--- src/rtl/buq_pkg.sv ---
// ----------------------------------------------------------------------------
// buq_pkg: shared types for the buffered UART byte queues
// Operation codes, beat payloads, controller states and command bundle.
// ----------------------------------------------------------------------------
package buq_pkg;

  localparam int DEPTH_DEF = 512;

  // empty ready events in a row that shut the transmit interrupt off
  localparam logic [1:0] STALL_MAX = 2'd2;

  typedef enum logic [1:0] {
    OP_PUT   = 2'd0,
    OP_GET   = 2'd1,
    OP_RECV  = 2'd2,
    OP_READY = 2'd3
  } op_t;

  typedef struct packed {
    op_t        op;
    logic [7:0] data_in;
  } in_beat_t;

  typedef struct packed {
    logic [7:0] read_data;
    logic       read_valid;
    logic [7:0] line_byte;
    logic       line_valid;
    logic       rx_empty;
    logic       tx_empty;
    logic [7:0] rx_overflows;
    logic [7:0] tx_overflows;
    logic       tx_irq_on;
  } out_beat_t;

  typedef enum logic [1:0] {
    ST_IDLE = 2'd0,
    ST_EXEC = 2'd1,
    ST_FIN  = 2'd2,
    ST_OUT  = 2'd3
  } state_t;

  typedef struct packed {
    logic load;    // capture the input beat
    logic exec;    // update pointers, write or read a queue word
    logic finish;  // assemble the result register
  } cmd_t;

endpackage

--- src/rtl/buq_ctrl.sv ---
// ----------------------------------------------------------------------------
// buq_ctrl: sequencing controller
// Walks each beat through capture, execute, result assembly and delivery.
// ----------------------------------------------------------------------------
module buq_ctrl (
  input  logic          clk,
  input  logic          rst_n,
  input  logic          in_valid,
  output logic          in_ready,
  output logic          out_valid,
  input  logic          out_ready,
  output buq_pkg::cmd_t cmd
);

  buq_pkg::state_t state_r;
  buq_pkg::state_t state_nxt;

  always_ff @(posedge clk) begin
    if (!rst_n) begin
      state_r <= buq_pkg::ST_IDLE;
    end else begin
      state_r <= state_nxt;
    end
  end

  always_comb begin
    state_nxt  = state_r;
    in_ready   = 1'b0;
    out_valid  = 1'b0;
    cmd        = '0;
    case (state_r)
      buq_pkg::ST_IDLE: begin
        in_ready = 1'b1;
        if (in_valid) begin
          cmd.load  = 1'b1;
          state_nxt = buq_pkg::ST_EXEC;
        end
      end
      buq_pkg::ST_EXEC: begin
        cmd.exec  = 1'b1;
        state_nxt = buq_pkg::ST_FIN;
      end
      buq_pkg::ST_FIN: begin
        cmd.finish = 1'b1;
        state_nxt  = buq_pkg::ST_OUT;
      end
      buq_pkg::ST_OUT: begin
        out_valid = 1'b1;
        if (out_ready) begin
          state_nxt = buq_pkg::ST_IDLE;
        end
      end
      default: begin
        state_nxt = buq_pkg::ST_IDLE;
      end
    endcase
  end

endmodule

--- config.mk ---
export PLATFORM = sky130hd
export DESIGN_NAME = buq_ctrl
export DESIGN_NICKNAME = d
export VERILOG_FILES = /design/src/rtl/buq_pkg.sv /design/src/rtl/buq_ctrl.sv
export SDC_FILE = /design/constraint.sdc
export NUM_CORES = 1
export LEC_CHECK = 0
export BUFFER_PORTS_ARGS = -buffer_cell sky130_fd_sc_hd__clkbuf_2
export CAP_MARGIN = 20
export CORE_AREA = 4 4 41 43
export DETAILED_ROUTE_END_ITERATION = 6
export DIE_AREA = 0 0 45 47
export GPL_ROUTABILITY_DRIVEN = 0
export GPL_TIMING_DRIVEN = 1
export PLACE_DENSITY_LB_ADDON = 0.25
export SYNTH_ARGS = -nofsm -noshare
export SYNTH_HDL_FRONTEND = slang
export SYNTH_SLANG_ARGS = --single-unit
--- constraint.sdc ---
create_clock -name clk -period 1 [get_ports clk]
set_input_delay 0.05 -clock clk [delete_from_list [all_inputs] [get_ports clk]]
set_output_delay 0.05 -clock clk [all_outputs]
set_load 0.03 [all_outputs]
==> impl_metrics.env <==
export IMPL_status="complete, but fails checks"
export IMPL_violations="negative setup slack"
export IMPL_synth_mux_area_share_pct=6.107
export IMPL_ant_nets=0
export IMPL_p_leak_nw=0.1881
export IMPL_synth_cell_types=10
export IMPL_crit_slowest_cell="dfxtp_4"
export IMPL_worstPathMaxFanout=3
export IMPL_die_height_um=47
export IMPL_hold_viol_final=0
export IMPL_dp_hpwl_um=334.3
export IMPL_final_setup_tns_ns=-0.8619
export IMPL_grt_usage_pct=5.753
export IMPL_synth_fa_ha_area_share_pct=30.53
export IMPL_syn_nets=25
export IMPL_multiInputGateArea_um2=165.2
export IMPL_fin_ws_ns=-0.1926
export IMPL_fin_nets=46
export IMPL_diodes=0
export IMPL_cts_sinks=2
export IMPL_setup_viol=7
export IMPL_criticalPathCategory="reg -> reg"
export IMPL_min_period_ns=1.193
export IMPL_synth_xor_area_share_pct=0
export IMPL_drc=0
export IMPL_wire_per_inst_um=9.647
export IMPL_cp_top_family="flip-flops"
export IMPL_portBuffers=8
export IMPL_cts_hold_buf=0
export IMPL_ir_worst_vdd_mv=0.9615
export IMPL_grt_max_degree=4
export IMPL_cap_violations=0
export IMPL_worstPathCellList="buf_6, ha_4, nor2b_4, o31a_1, o21a_1"
export IMPL_grt_pass1_vias=195
export IMPL_grt_pass1_wl_um=752
export IMPL_hp_class="in -> reg"
export IMPL_final_common_cell="buf_6"
export IMPL_syn_area_um2=163.9
export IMPL_syn_inst=17
export IMPL_clkLatencyLatePin_ns=0.23
export IMPL_routed_via_density=3.667
export IMPL_synth_top_area_share_pct=30.53
export IMPL_slew_violations=0
export IMPL_cts_htree_levels=1
export IMPL_crit_arrival_ns=1.31
export IMPL_initial_core_util_pct=12.60
export IMPL_ctsLongestPathBuffers=2
export IMPL_fin_hold_ws_ns=0.08695
export IMPL_fillers=146
export IMPL_slew_headroom_pct=89.63
export IMPL_worst_path_buf_inv=1
export IMPL_yosys_top_cells_area="ha_1 31%, dfxtp_1 24%, nor2b_4 8.4%, inv_1 6.9%, mux2i_1 6.1%"
export IMPL_antenna_found_initial=0
export IMPL_tritoncts="built"
export IMPL_yosysSeqAreaShare_pct=24.43
export IMPL_reg_top3="state_r (2)"
export IMPL_cp_slowest_stage_delay_ns=0.34
export IMPL_synth_top_family_by_area="adder cells"
export IMPL_regArea_um2=47.55
export IMPL_coreArea_mm2=0.001301
export IMPL_core_rowCount=13
export IMPL_rsz0062_at_grt="true"
export IMPL_period_share_pct=119.3
export IMPL_synth_compound_area_share_pct=15.27
export IMPL_regMostFlops="state_r"
export IMPL_dr_pass1_iters=2
export IMPL_ys_ff_latch=2
export IMPL_drt_wl_total_um=492
export IMPL_critPathLaunchType="register"
export IMPL_num_vias=187
export IMPL_clkTransAtPathRegs_ns=0.03
export IMPL_dpl_cell_area_um2=300.3
export IMPL_required_ns=1.12
export IMPL_layout_common_cells="5 x buf_6, 4 x ha_4, 4 x clkbuf_4, 4 x buf_8"
export IMPL_drtIter0Drc=2
export IMPL_areaGrowthSynthToFinish_pct=163.4
export IMPL_synth_area_leader_cell="ha_1"
export IMPL_ys_warn_count=0
export IMPL_root_buffer="clkbuf_4"
export IMPL_synth_avg_cell_area_um2=9.642
export IMPL_die_area_mm2=0.002115
export IMPL_drive_gt1_share_pct=83.33
export IMPL_final_util_pct=33.17
export IMPL_die_w_um=45
export IMPL_tightestPinTransition_ns=0.1556
export IMPL_r2r_setup_slack_ns=-0.19
export IMPL_fin_area_um2=431.7
export IMPL_fmax_ghz=0.8385
export IMPL_synthSimpleGateAreaFrac_pct=16.79
export IMPL_gr_total_overflow=0
export IMPL_p_per_area_mw_per_mm2=2858
export IMPL_fin_skew_ns=0.001053
export IMPL_cts_buffers=3
export IMPL_largest_reg_flops=2
export IMPL_ioPinCount=9
export IMPL_worst_setup_path_end_kind="register"
==> cells by family (layout without fill, tap and decap cells) <==
family / after synthesis / after routing
compound gates: 3 / 3
fa+ha+maj: 4 / 4
buf+inv: 3 / 22
flops: 2 / 2
mux: 1 / 1
simple gates: 4 / 4
==> path summary, 6_finish.rpt <==
check	startpoint	endpoint	cells after the start
hold reg to reg	state_r[0]	state_r[0]	2
setup reg to reg	state_r[1]	state_r[0]	5
setup / recovery	state_r[1]	state_r[0]	5
hold / removal	rst_n	state_r[1]	3
==> where the power goes <==
part	switching, mW	leakage (nW)	internal (mW)	total, mW
clock	0.0495	0.0138	0.133	0.182
sequential	0.0389	0.0178	0.127	0.166
combinational	0.393	0.156	0.493	0.886
==> area by class of cell <==
class	count	area share (%)
Clock buffer	3	5.217
Inverter	3	3.768
Multi-Input combinational cell	12	38.26
Sequential cell	2	11.01
Tap cell	15	4.348
Timing Repair Buffer	16	37.39
==> stage by stage <==
step | setup WS (ns) | power, mW | instances
floorplan | -0.1022 | 0.5878 | 17
global placement | -0.09632 | 0.7469 | 44
detailed placement | -0.09795 | 0.7464 | 44
CTS | -0.2181 | 1.167 | 51
global route | -0.2162 | 1.306 | 51
finish | -0.1926 | 1.234 | 51
==> worst reg2reg max path, cell delays in order (launching register included) <==
cell and delay (ns):
dfxtp_4 0.34, buf_6 0.13, ha_4 0.16, nor2b_4 0.12, o31a_1 0.24, o21a_1 0.10
==> routing by layer <==
layer | global-route usage [%] | part of all wire [%]
met2 | 9.605 | 54
met3 | 1.533 | 9.3
met5 | 0 | 0
met1 | 4.515 | 33
met4 | 8.772 | 2.8
==> cell usage after synthesis, drive strengths merged <==
cell type  number
nand2           2
o31a            1
a21oi           1
o21a            1
and2            1
mux2i           1
dfxtp           2
nor2b           1
inv             3
ha              4
==> repair_timing <==
action | 4_1_cts | 5_1_grt
pin swaps | 2 | 2
gates resized for setup | 14 | 8
setup buffers | 4 | 0
endpoints found under the setup margin | 6 | 7
(Power assumes the default switching activity.)
